==> src/rtl/qdiv_pkg.sv <==
// ----------------------------------------------------------------------------
// qdiv_pkg
// Types and constants shared by the Q15 saturating divider pipeline.
// ----------------------------------------------------------------------------
package qdiv_pkg;

    localparam int DATA_W     = 16;  // Q15 word width
    localparam int FRAC_BITS  = 15;  // quotient bits produced by the divider
    localparam int STEPS_PER_STAGE = 3;
    localparam int NUM_STAGES = FRAC_BITS / STEPS_PER_STAGE;

    localparam logic [DATA_W-1:0] Q15_MAX = 16'h7FFF;
    localparam logic [DATA_W-1:0] Q15_MIN = 16'h8000;

    // Payload carried between the divider stages
    typedef struct packed {
        logic [DATA_W-1:0]    rem;   // partial remainder, below den unless ovf is set
        logic [DATA_W-1:0]    den;   // divisor magnitude
        logic [FRAC_BITS-1:0] quo;   // quotient bits so far
        logic                 neg;   // result is negative
        logic                 ovf;   // saturate (also zero divisor)
        logic                 last;  // end of vector flag
    } div_word_t;

endpackage

==> src/rtl/qdiv_if.sv <==
// ----------------------------------------------------------------------------
// qdiv_in_if / qdiv_out_if
// Valid/ready channels for operand pairs and quotients.
// ----------------------------------------------------------------------------
interface qdiv_in_if;
    logic               valid;
    logic               ready;
    logic signed [15:0] dividend;
    logic signed [15:0] divisor;
    logic               last_in;

    modport source (output valid, output dividend, output divisor, output last_in,
                    input ready);
    modport sink   (input valid, input dividend, input divisor, input last_in,
                    output ready);
endinterface

interface qdiv_out_if;
    logic               valid;
    logic               ready;
    logic signed [15:0] quotient;
    logic               last_out;

    modport source (output valid, output quotient, output last_out, input ready);
    modport sink   (input valid, input quotient, input last_out, output ready);
endinterface

==> src/rtl/qdiv_prep.sv <==
// ----------------------------------------------------------------------------
// qdiv_prep
// Input stage: takes magnitudes, classifies sign, saturation and zero divisor.
// ----------------------------------------------------------------------------
module qdiv_prep (
    input  logic                clk,
    input  logic                rst_n,
    qdiv_in_if.sink             in_ch,
    output logic                valid,
    input  logic                ready,
    output qdiv_pkg::div_word_t data
);

    logic                valid_reg;
    qdiv_pkg::div_word_t data_reg;
    qdiv_pkg::div_word_t data_next;
    logic [15:0]         num_mag;
    logic [15:0]         den_mag;
    logic                den_zero;
    logic                advance;

    assign advance     = !valid_reg || ready;
    assign in_ch.ready = advance;

    // Magnitudes; the most negative value maps to 0x8000 unsigned
    assign num_mag  = in_ch.dividend[15] ? (16'd0 - in_ch.dividend) : in_ch.dividend;
    assign den_mag  = in_ch.divisor[15]  ? (16'd0 - in_ch.divisor)  : in_ch.divisor;
    assign den_zero = (in_ch.divisor == 16'sd0);

    // |num| >= |den| means the quotient magnitude reaches 2^15
    always_comb
    begin
        data_next.rem  = num_mag;
        data_next.den  = den_mag;
        data_next.quo  = '0;
        data_next.ovf  = den_zero || (num_mag >= den_mag);
        data_next.neg  = !den_zero && (in_ch.dividend != 16'sd0)
                         && (in_ch.dividend[15] != in_ch.divisor[15]);
        data_next.last = in_ch.last_in;
    end

    always_ff @(posedge clk or negedge rst_n)
    begin
        if (!rst_n)
            valid_reg <= 1'b0;
        else if (advance)
            valid_reg <= in_ch.valid;
    end

    always_ff @(posedge clk)
    begin
        if (advance && in_ch.valid)
            data_reg <= data_next;
    end

    assign valid = valid_reg;
    assign data  = data_reg;

endmodule

==> src/rtl/qdiv_stage.sv <==
// ----------------------------------------------------------------------------
// qdiv_stage
// One divider pipeline stage: STEPS_PER_STAGE restoring division steps, registered.
// ----------------------------------------------------------------------------
module qdiv_stage (
    input  logic                clk,
    input  logic                rst_n,
    input  logic                in_valid,
    output logic                in_ready,
    input  qdiv_pkg::div_word_t in_data,
    output logic                out_valid,
    input  logic                out_ready,
    output qdiv_pkg::div_word_t out_data
);

    logic                valid_reg;
    qdiv_pkg::div_word_t data_reg;
    qdiv_pkg::div_word_t data_next;
    logic                advance;

    assign advance  = !valid_reg || out_ready;
    assign in_ready = advance;

    // Shift-compare-subtract, one quotient bit per step
    always_comb
    begin
        logic [qdiv_pkg::DATA_W:0] trial;
        data_next = in_data;
        for (int i = 0; i < qdiv_pkg::STEPS_PER_STAGE; i++)
        begin
            trial = {data_next.rem, 1'b0};
            if (trial >= {1'b0, data_next.den})
            begin
                trial         = trial - {1'b0, data_next.den};
                data_next.quo = {data_next.quo[qdiv_pkg::FRAC_BITS-2:0], 1'b1};
            end
            else
            begin
                data_next.quo = {data_next.quo[qdiv_pkg::FRAC_BITS-2:0], 1'b0};
            end
            data_next.rem = trial[qdiv_pkg::DATA_W-1:0];
        end
    end

    always_ff @(posedge clk or negedge rst_n)
    begin
        if (!rst_n)
            valid_reg <= 1'b0;
        else if (advance)
            valid_reg <= in_valid;
    end

    always_ff @(posedge clk)
    begin
        if (advance && in_valid)
            data_reg <= data_next;
    end

    assign out_valid = valid_reg;
    assign out_data  = data_reg;

endmodule

==> src/rtl/qdiv_fix.sv <==
// ----------------------------------------------------------------------------
// qdiv_fix
// Output stage: applies sign and saturation, registers the result transfer.
// ----------------------------------------------------------------------------
module qdiv_fix (
    input  logic                clk,
    input  logic                rst_n,
    input  logic                in_valid,
    output logic                in_ready,
    input  qdiv_pkg::div_word_t in_data,
    qdiv_out_if.source          out_ch
);

    logic        valid_reg;
    logic [15:0] quo_reg;
    logic [15:0] quo_next;
    logic        last_reg;
    logic        advance;

    assign advance  = !valid_reg || out_ch.ready;
    assign in_ready = advance;

    // Saturate, else negate the magnitude when the signs differ
    always_comb
    begin
        if (in_data.ovf)
            quo_next = in_data.neg ? qdiv_pkg::Q15_MIN : qdiv_pkg::Q15_MAX;
        else if (in_data.neg)
            quo_next = 16'd0 - {1'b0, in_data.quo};
        else
            quo_next = {1'b0, in_data.quo};
    end

    always_ff @(posedge clk or negedge rst_n)
    begin
        if (!rst_n)
            valid_reg <= 1'b0;
        else if (advance)
            valid_reg <= in_valid;
    end

    always_ff @(posedge clk)
    begin
        if (advance && in_valid)
        begin
            quo_reg  <= quo_next;
            last_reg <= in_data.last;
        end
    end

    assign out_ch.valid    = valid_reg;
    assign out_ch.quotient = quo_reg;
    assign out_ch.last_out = last_reg;

endmodule

==> src/rtl/q15_saturating_divider.sv <==
// ----------------------------------------------------------------------------
// q15_saturating_divider
// Q15 divide with truncation toward zero and saturation to 16 bits.
// Pipeline: prep register, five divider stages of three quotient bits
//   each, then the output register.
// Throughput: one item per cycle while not stalled; a stall holds full stages.
// Reset: asynchronous, active low; clears only the stage valid bits.
// ----------------------------------------------------------------------------
module q15_saturating_divider (
    input  logic       clk,
    input  logic       rst_n,
    qdiv_in_if.sink    in_ch,
    qdiv_out_if.source out_ch
);

    localparam int N = qdiv_pkg::NUM_STAGES;

    logic                valid [N+1];
    logic                ready [N+1];
    qdiv_pkg::div_word_t data  [N+1];

    // Operand preparation
    qdiv_prep u_prep (
        .clk   (clk),
        .rst_n (rst_n),
        .in_ch (in_ch),
        .valid (valid[0]),
        .ready (ready[0]),
        .data  (data[0])
    );

    // Divider stages
    for (genvar s = 0; s < N; s++)
    begin : g_div
        qdiv_stage u_stage (
            .clk       (clk),
            .rst_n     (rst_n),
            .in_valid  (valid[s]),
            .in_ready  (ready[s]),
            .in_data   (data[s]),
            .out_valid (valid[s+1]),
            .out_ready (ready[s+1]),
            .out_data  (data[s+1])
        );
    end

    // Sign, saturation and output register
    qdiv_fix u_fix (
        .clk      (clk),
        .rst_n    (rst_n),
        .in_valid (valid[N]),
        .in_ready (ready[N]),
        .in_data  (data[N]),
        .out_ch   (out_ch)
    );

endmodule

==> src/flat_wrapper.sv <==
// flat-port wrapper written by rule: the top's interface ports become plain ports
module q15_saturating_divider_flat 
  (clk, rst_n, in_ch_valid, in_ch_dividend, in_ch_divisor, in_ch_last_in, in_ch_ready, out_ch_valid, out_ch_quotient, out_ch_last_out, out_ch_ready);
  qdiv_in_if in_ch_i ();
  qdiv_out_if out_ch_i ();
  input  logic clk;
  input  logic rst_n;
  input wire logic [$bits(in_ch_i.valid)-1:0] in_ch_valid;
  input wire logic [$bits(in_ch_i.dividend)-1:0] in_ch_dividend;
  input wire logic [$bits(in_ch_i.divisor)-1:0] in_ch_divisor;
  input wire logic [$bits(in_ch_i.last_in)-1:0] in_ch_last_in;
  output wire logic [$bits(in_ch_i.ready)-1:0] in_ch_ready;
  output wire logic [$bits(out_ch_i.valid)-1:0] out_ch_valid;
  output wire logic [$bits(out_ch_i.quotient)-1:0] out_ch_quotient;
  output wire logic [$bits(out_ch_i.last_out)-1:0] out_ch_last_out;
  input wire logic [$bits(out_ch_i.ready)-1:0] out_ch_ready;
  assign in_ch_i.valid = in_ch_valid;
  assign in_ch_i.dividend = in_ch_dividend;
  assign in_ch_i.divisor = in_ch_divisor;
  assign in_ch_i.last_in = in_ch_last_in;
  assign in_ch_ready = in_ch_i.ready;
  assign out_ch_valid = out_ch_i.valid;
  assign out_ch_quotient = out_ch_i.quotient;
  assign out_ch_last_out = out_ch_i.last_out;
  assign out_ch_i.ready = out_ch_ready;
  q15_saturating_divider u_core (.clk(clk), .rst_n(rst_n), .in_ch(in_ch_i), .out_ch(out_ch_i));
endmodule
==> config.mk <==
export PLATFORM = sky130hd
export DESIGN_NAME = q15_saturating_divider_flat
export DESIGN_NICKNAME = d
export VERILOG_FILES = /design/src/rtl/qdiv_pkg.sv /design/src/rtl/qdiv_if.sv /design/src/rtl/qdiv_prep.sv /design/src/rtl/qdiv_stage.sv /design/src/rtl/qdiv_fix.sv /design/src/rtl/q15_saturating_divider.sv /design/src/flat_wrapper.sv
export SDC_FILE = /design/constraint.sdc
export NUM_CORES = 1
export LEC_CHECK = 0
export BUFFER_PORTS_ARGS = -buffer_cell sky130_fd_sc_hd__buf_2
export CAP_MARGIN = 20
export CORE_MARGIN = 2
export CORE_UTILIZATION = 40
export DETAILED_ROUTE_END_ITERATION = 12
export HOLD_SLACK_MARGIN = 0.05
export SETUP_SLACK_MARGIN = 0.1
export SLEW_MARGIN = 20
export SYNTH_ARGS = -nofsm -noshare
export SYNTH_HDL_FRONTEND = slang
export SYNTH_SLANG_ARGS = --single-unit
==> constraint.sdc <==
create_clock -name clk -period 21.8 [get_ports clk]
set_input_delay 1.09 -clock clk [delete_from_list [all_inputs] [get_ports clk]]
set_output_delay 1.09 -clock clk [all_outputs]
set_load 0.03 [all_outputs]
==> metrics.yaml, run 1 <==
post-place-cells: 2992
gp_congestion: 0.9057
place_hpwl_um: 44880
hold_buffers: 0
path_class: "flop to flop"
synth.top_cells.by_area: "edfxtp_1, ha_1, mux2_2"
drt-initial-drc-count: 1049
yosys_warnings: 0
clock_skew_ns: 0.01582
critPathArrivalTime_ns: 9.80
max_freq_mhz: 105.5
rows: 85
holdWs_ns: 0.3361
grt_pass1_wl_um: 90070
async_flop_share: 0.02834
drtPass1Iterations: 5
drive_gt1_frac: 0.1070
final_cells: 3042
final_cell_mix: "ha_1, edfxtp_1, a21oi_1"
hold_violations: 0
cts_sinks: 247
wl_per_cell_um: 18.44
drtAntennaViolNets: 0
r2r_slack_ns: 12.32
hp-class: "input port to asynchronous set/reset pin"
avgSynthCellArea_um2: 9.565
cts_buffer_depth: 3
setup-tns-final_ns: 0
fp.coreArea_um2: 53810
drc: 0
grt_antenna_before_repair: 2
ys_types: 75
synthToLayoutAreaGrowth_pct: 8.832
largest_reg_flops: 188
min_period_over_period: 0.4349
slew_headroom: 0.3747
clockRootBuffer: "clkbuf_16"
cts_made_buffers: 28
cp_slowest_cell: "nand2b_1"
startpoint_type: "flop"
worst_ep_required_time_ns: 22.12
finalSetupViolCount: 0
grt_pass1_vias: 16780
wl_um: 56090
fin_nets: 2617
clk_latency_ns: 0.57
grt_max_degree: 48
synth_flop_cell: "edfxtp_1"
synth_fp_nets: 2569
grt_overflow: 0
via_per_inst: 5.680
synth_edf_count: 240
grt_usage: 0.1982
drv_cap: 0
max_stage_delay_ns: 0.70
start_util: 0.4049
end_kind: "flop"
drv_slew: 0
rsz0062_at_grt: "false"
cts_resized: 0
ys_ff_latch: 247
io_buffer_count: 55
tightest_slew_ns: 0.9380
dieArea_um2: 56350
antenna_cells: 0
synth_top_area_frac: 0.3308
cts_tree: "built"
syn_area_um2: 21790
postSynthCellCount: 2278
postCtsSetupRepairBufs: 0
status: "completed"
min_period_ns: 9.480
die_w_um: 237.4
htree_levels: 1
critical_path.max_fanout: 23
fp.dieH_um: 237.4
final_common_cell: "ha_1"
ys_seq_area_frac: 0.3388
ios: 56
path_clk_slew_ns: 0.06
vias: 17280
synth_top_cell_by_area: "edfxtp_1"
==> routing by layer <==
layer | share of wire | wire length, µm | track usage | vias to the layer above
li1 | - | - | - | 8623
met1 | 0.46 | 25630 | 0.2634 | 8156
met2 | 0.46 | 25830 | 0.3310 | 392
met3 | 0.038 | 2156 | 0.01893 | 109
met4 | 0.044 | 2466 | 0.08233 | 0
met5 | 0 | 0 | 0 | -
==> logic make-up after synthesis <==
group,Yosys count,share of synthesized area
muxes,139,0.07126
and+or+nand+nor,604,0.1350
AOI/OAI and AO/OA,648,0.1954
xor gates and xnor gates,191,0.07678
DFF,247,0.3388
adders and majority gates,254,0.1476
buffers and inverters,195,0.03514
==> layout make-up <==
type / instances / area [µm²]
Fill cell: 5141 / 30100
Multi-Input combinational cell: 1836 / 13670
Sequential cell: 247 / 7382
Tap cell: 696 / 870.8
Clock buffer: 30 / 708.2
Inverter: 149 / 559.3
Timing Repair Buffer: 64 / 342.8
Clock inverter: 20 / 181.4
==> synth_stat cells (all sizes together) (6+ instances only) <==
cell     instances
ha             249
edfxtp         240
a21oi          181
nor2           175
inv            149
nand2          134
xnor2          131
mux2           126
o21ai          123
a21o            84
nor3            62
xor2            60
o21a            52
nand2b          42
nor2b           40
nand3           37
clkbuf          33
nand4           29
o21bai          25
o31ai           25
a211oi          22
and2            18
a31oi           13
buf             13
mux2i           13
o211ai          13
o31a            13
or3             13
a21boi          12
and3            12
o41ai           11
o22ai            9
or2              9
a2111oi          7
and4             7
dfrtp            7
nor3b            7
a221oi           6
a31o             6
nor4             6
==> worst paths after layout <==
| check | start | end | cells past startpoint |
|---|---|---|---|
| max reg2reg | u_core.g_div[2].u_stage.out_data[19]$_DFFE_PP_ | u_core.g_div[3].u_stage.out_data[38]$_DFFE_PP_ | 28 |
| max | u_core.g_div[2].u_stage.out_data[19]$_DFFE_PP_ | u_core.g_div[3].u_stage.out_data[38]$_DFFE_PP_ | 28 |
| min | rst_n | u_core.u_prep.valid$_DFFE_PN0N_ | 1 |
| min reg2reg | u_core.g_div[1].u_stage.out_data[2]$_DFFE_PP_ | u_core.g_div[2].u_stage.out_data[2]$_DFFE_PP_ | 0 |
| max in group asynchronous | rst_n | u_core.g_div[0].u_stage.out_valid$_DFFE_PN0P_ | 1 |
| min in group clk | u_core.g_div[1].u_stage.out_data[2]$_DFFE_PP_ | u_core.g_div[2].u_stage.out_data[2]$_DFFE_PP_ | 0 |
==> stage by stage <==
step                      cell area, µm²  utilization  setup WS [ns]
final                              23710       0.4406          12.32
after floorplan                    21790            -          14.15
after CTS                          23710       0.4406          12.35
after global placement             22820       0.4241          12.63
after global routing               23710       0.4406          11.53
after detailed placement           22820       0.4241          12.38
==> worst max-delay path: cells and delay by family, from the launching register on <==
kind / cells / cell delay, ns
compound gates: 17 / 4.90
simple gates: 5 / 1.88
fa+ha+maj: 3 / 0.91
mux: 2 / 0.91
flops: 1 / 0.43
buf+inv: 1 / 0.18
Power of run 1 is not shown: default switching activity piles up to over one toggle a cycle in this logic, so the estimate is an artifact.
==> run 2, diff against run 1 <==
==> constraint.sdc (replaced) <==
create_clock -name clk -period 9.2 [get_ports clk]
set_input_delay 0.46 -clock clk [delete_from_list [all_inputs] [get_ports clk]]
set_output_delay 0.46 -clock clk [all_outputs]
set_load 0.03 [all_outputs]
==> run 2 against run 1 <==
Against the previous run: critical path depth grew 3; maximum frequency rose by 13%; routed wire length up 2.0%; die area did not move; sequential cell count unchanged.
==> metrics.yaml, run 2 (synthesis gave the netlist of run 1 again) <==
wl_per_cell_um: 18.67
die_w_um: 237.4
cts_made_buffers: 28
hold_violations: 0
crit_buf_inv: 4
critPathArrivalTime_ns: 8.69
slew_headroom: 0.3856
final_cell_mix: "ha_1, edfxtp_1, a21oi_1"
drv_slew: 0
grt_usage: 0.2006
min_period_over_period: 0.9108
drt-initial-drc-count: 1083
regArea_um2: 7382
cpLargestDelayFamily: "compound AO/OA/AOI/OAI gates"
ios: 56
holdWs_ns: 0.09187
grt_pass1_vias: 16880
vias: 17490
fp.coreArea_um2: 53810
post-place-cells: 3003
path_clk_slew_ns: 0.06
grt_overflow: 0
grt_max_degree: 48
cts_tree: "built"
status: "completed"
htree_levels: 1
synthToLayoutAreaGrowth_pct: 9.676
wl_um: 57190
multi_input_area_um2: 13670
end_kind: "flop"
tightest_slew_ns: 0.9216
clockRootBuffer: "clkbuf_16"
final_common_cell: "ha_1"
final_cells: 3063
place_hpwl_um: 45780
rsz0062_at_grt: "false"
rows: 85
start_util: 0.4049
io_buffer_count: 55
drtPass1Iterations: 5
setup-tns-final_ns: 0
max_stage_delay_ns: 0.56
drive_gt1_frac: 0.1170
cp_slowest_cell: "o311ai_0"
grt_pass1_wl_um: 90810
dieArea_um2: 56350
clk_latency_ns: 0.57
min_period_ns: 8.380
path_class: "flop to flop"
antenna_cells: 0
cts_sinks: 247
critical_path.max_fanout: 13
largest_reg_flops: 188
n_fill_cell: 5188
worst_ep_required_time_ns: 9.51
max_freq_mhz: 119.3
gp_congestion: 0.9059
cts_buffer_depth: 3
drc: 0
clock_skew_ns: 0.01914
grt_antenna_before_repair: 0
hp-class: "input port to flop"
drtAntennaViolNets: 0
via_per_inst: 5.708
startpoint_type: "flop"
fin_nets: 2636
fp.dieH_um: 237.4
drv_cap: 0
finalSetupViolCount: 0
==> run 2: cell count changes in the layout (fill, tap and decap cells not counted), moves of 2 or more <==
cell and change:
buf_4 +17, clkinv_4 +2, clkinv_1 -4, clkinv_2 +3, inv_8 +2, inv_6 +2
==> run 2: routing by layer <==
layer,wire (µm),vias to the layer above,global-route usage
li1,-,8635,-
met1,25600,8336,0.2612
met2,27090,406,0.3428
met3,2127,108,0.01974
met4,2369,0,0.07986
met5,0,-,0
==> run 2: layout make-up <==
class	count	area share
Clock buffer	30	0.03053
Clock inverter	22	0.007749
Inverter	149	0.02340
Multi-Input combinational cell	1836	0.5720
Sequential cell	247	0.3089
Tap cell	696	0.03644
Timing Repair Buffer	83	0.02094
==> run 2: metrics by stage <==
step / setup WS, ns / utilization / cell area (µm²)
2_1_floorplan: 1.551 / - / 21790
3_3_place_gp: 0.7711 / 0.4259 / 22920
3_5_place_dp: 0.5630 / 0.4259 / 22920
4_1_cts: 0.5510 / 0.4431 / 23840
5_1_grt: 0.2223 / 0.4441 / 23900
6_report: 0.8204 / 0.4441 / 23900
==> run 2: worst reg2reg max path, delay by kind of cell (launching register included) <==
kind	cells	cell delay (ns)
buffers and inverters	4	0.74
multiplexers	2	0.63
AO/OA/AOI/OAI	17	4.13
flip-flops	1	0.43
adder cells (fa/ha/maj)	3	1.07
AND/OR/NAND/NOR	5	1.14
==> run 2: path summary, 6_finish.rpt <==
path	from	endpoint	slack, ns	cells after the start
setup / recovery	u_core.g_div[2].u_stage.out_data[19]$_DFFE_PP_	u_core.g_div[3].u_stage.out_data[40]$_DFFE_PP_	0.82	31
min in group asynchronous	rst_n	u_core.u_fix.out_ch.valid$_DFFE_PN0P_	0.25	2
hold / removal	in_ch_last_in	u_core.u_prep.data[0]$_DFFE_PP_	0.09	1
setup reg to reg	u_core.g_div[2].u_stage.out_data[19]$_DFFE_PP_	u_core.g_div[3].u_stage.out_data[40]$_DFFE_PP_	0.82	31
max in group asynchronous	rst_n	u_core.g_div[4].u_stage.out_valid$_DFFE_PN0P_	8.78	2
hold reg to reg	u_core.g_div[2].u_stage.out_data[5]$_DFFE_PP_	u_core.g_div[3].u_stage.out_data[8]$_DFFE_PP_	0.41	0
==> run 2: repair_timing <==
action	CTS	global route
setup buffers	0	7
resized for setup	0	1
endpoints found under the setup margin	0	26
hold buffers	1	0
hold endpoints to repair	7	0
Power of run 2 is left out for the same reason.
==> run 3, diff against run 2 <==
--- a/config.mk
+++ b/config.mk
@@ -12,7 +12,7 @@
 export DETAILED_ROUTE_END_ITERATION = 12
 export HOLD_SLACK_MARGIN = 0.05
 export SETUP_SLACK_MARGIN = 0.1
-export SLEW_MARGIN = 20
 export SYNTH_ARGS = -nofsm -noshare
 export SYNTH_HDL_FRONTEND = slang
+export SYNTH_HIERARCHICAL = 1
 export SYNTH_SLANG_ARGS = --single-unit
==> run 3 against run 2 <==
Against the previous run: register-to-register slack got worse by 0.25 ns; critical path depth down 2; via count rose by 5.6%; setup slack worse by 0.25 ns; sequential cell count is the same; global-route usage shrank 0.064 points; utilization shrank 0.62 points.
==> metrics.yaml, run 3 <==
status: "completed"
cts_sinks: 247
cts_tree: "built"
final_cells: 3207
grt_pass1_vias: 17800
place_area_um2: 24080
final_cell_mix: "ha_1, edfxtp_1, nor2_1"
grt_usage: 0.2000
drtPass1Iterations: 5
fp.coreArea_um2: 57370
synthToLayoutAreaGrowth_pct: 8.813
slew_headroom: 0.3630
path_class: "flop to flop"
drv_cap: 0
path_clk_slew_ns: 0.07
grt_overflow: 0
tightest_slew_ns: 0.9555
post-place-cells: 3148
fin_nets: 2710
grt_max_degree: 48
critical_path.max_fanout: 21
clk_latency_ns: 0.59
start_util: 0.4024
grt_antenna_before_repair: 0
yosys_warnings: 6
critPathArrivalTime_ns: 8.95
drive_gt1_frac: 0.1413
setup-tns-final_ns: 0
cp_slowest_cell: "edfxtp_1"
dieArea_um2: 59650
timing.final.ws_setup_ns: 0.5718
synth_fp_nets: 2659
startpoint_type: "flop"
cts_buffer_depth: 3
grt_pass1_wl_um: 96170
place_hpwl_um: 49160
htree_levels: 1
drt-initial-drc-count: 1226
rsz0062_at_grt: "false"
cts_made_buffers: 29
worst_ep_required_time_ns: 9.52
end_kind: "flop"
fp.dieH_um: 244.2
drv_slew: 0
pre_cts_ws_ns: 0.2204
max_freq_mhz: 115.9
min_period_ns: 8.628
syn_area_um2: 23080
antenna_cells: 0
clock_skew_ns: 0.01856
hp-class: "input port to flop"
wl_um: 61510
gp_congestion: 0.8987
finalSetupViolCount: 0
drtAntennaViolNets: 0
die_w_um: 244.2
wl_per_cell_um: 19.18
max_stage_delay_ns: 0.58
final_common_cell: "ha_1"
vias: 18470
ios: 56
largest_reg_flops: 188
io_buffer_count: 55
clockRootBuffer: "clkbuf_16"
min_period_over_period: 0.9379
avgSynthCellArea_um2: 9.748
postSynthCellCount: 2368
rows: 88
hold_violations: 0
via_per_inst: 5.760
cpMostUsedCell: "a21oi_1"
design_area_um2: 25120
drc: 0
[run 3: cell type report]
cell class / instances / area, µm²
Fill cell: 5499 / 32250
Multi-Input combinational cell: 1904 / 14720
Sequential cell: 247 / 7382
Tap cell: 765 / 957.2
Clock buffer: 31 / 733.2
Inverter: 161 / 629.4
Timing Repair Buffer: 76 / 475.5
Clock inverter: 23 / 219.0
[run 3: repair_timing]
action / 4_1_cts / 5_1_grt
setup buffers: 0 / 2
hold buffers: 2 / 0
endpoints found under the hold margin: 8 / 0
setup endpoints to repair: 0 / 49
resized for setup: 0 / 4
[run 3: worst paths after layout]
kind | start | endpoint | slack [ns] | cells after the start
min in group asynchronous | rst_n | u_core/g_div[4].u_stage/out_valid$_DFFE_PN0N_ | 0.23 | 2
worst max-delay path | u_core/g_div[0].u_stage/out_data[19]$_DFFE_PP_ | u_core/g_div[1].u_stage/out_data[49]$_DFFE_PP_ | 0.57 | 29
worst max register to register | u_core/g_div[0].u_stage/out_data[19]$_DFFE_PP_ | u_core/g_div[1].u_stage/out_data[49]$_DFFE_PP_ | 0.57 | 29
max in group asynchronous | rst_n | u_core/g_div[1].u_stage/out_valid$_DFFE_PN0N_ | 8.80 | 2
worst min register to register | u_core/g_div[3].u_stage/out_data[14]$_DFFE_PP_ | u_core/g_div[4].u_stage/out_data[17]$_DFFE_PP_ | 0.42 | 0
worst min-delay path | in_ch_valid | u_core/u_prep/valid$_DFFE_PN0N_ | 0.07 | 2
[run 3: per-layer routing]
layer  track usage  vias to the layer above  wire length (µm)
met5             0                        -                 0
met4       0.08016                        0              2531
met3       0.01602                      129              1915
met2        0.3488                      410             29730
met1        0.2558                     8888             27330
li1              -                     9044                 -
[run 3: worst max-delay path: cells and delay by family (launching register included)]
family                     cells  cell delay [ns]
AOI/OAI and AO/OA             16             3.99
adders and majority gates      3             1.08
buffers and inverters          2             0.58
DFF                            1             0.58
muxes                          2             0.74
and+or+nand+nor                6             1.38
[run 3: metrics by stage]
step | util | hold WS [ns]
3_5_place_dp | 0.4198 | 0.3087
3_3_place_gp | 0.4198 | 0.3015
6_report | 0.4379 | 0.07117
2_1_floorplan | - | 0.1644
4_1_cts | 0.4367 | 0.05012
5_1_grt | 0.4379 | 0.08477
Power of run 3 is left out for the same reason.
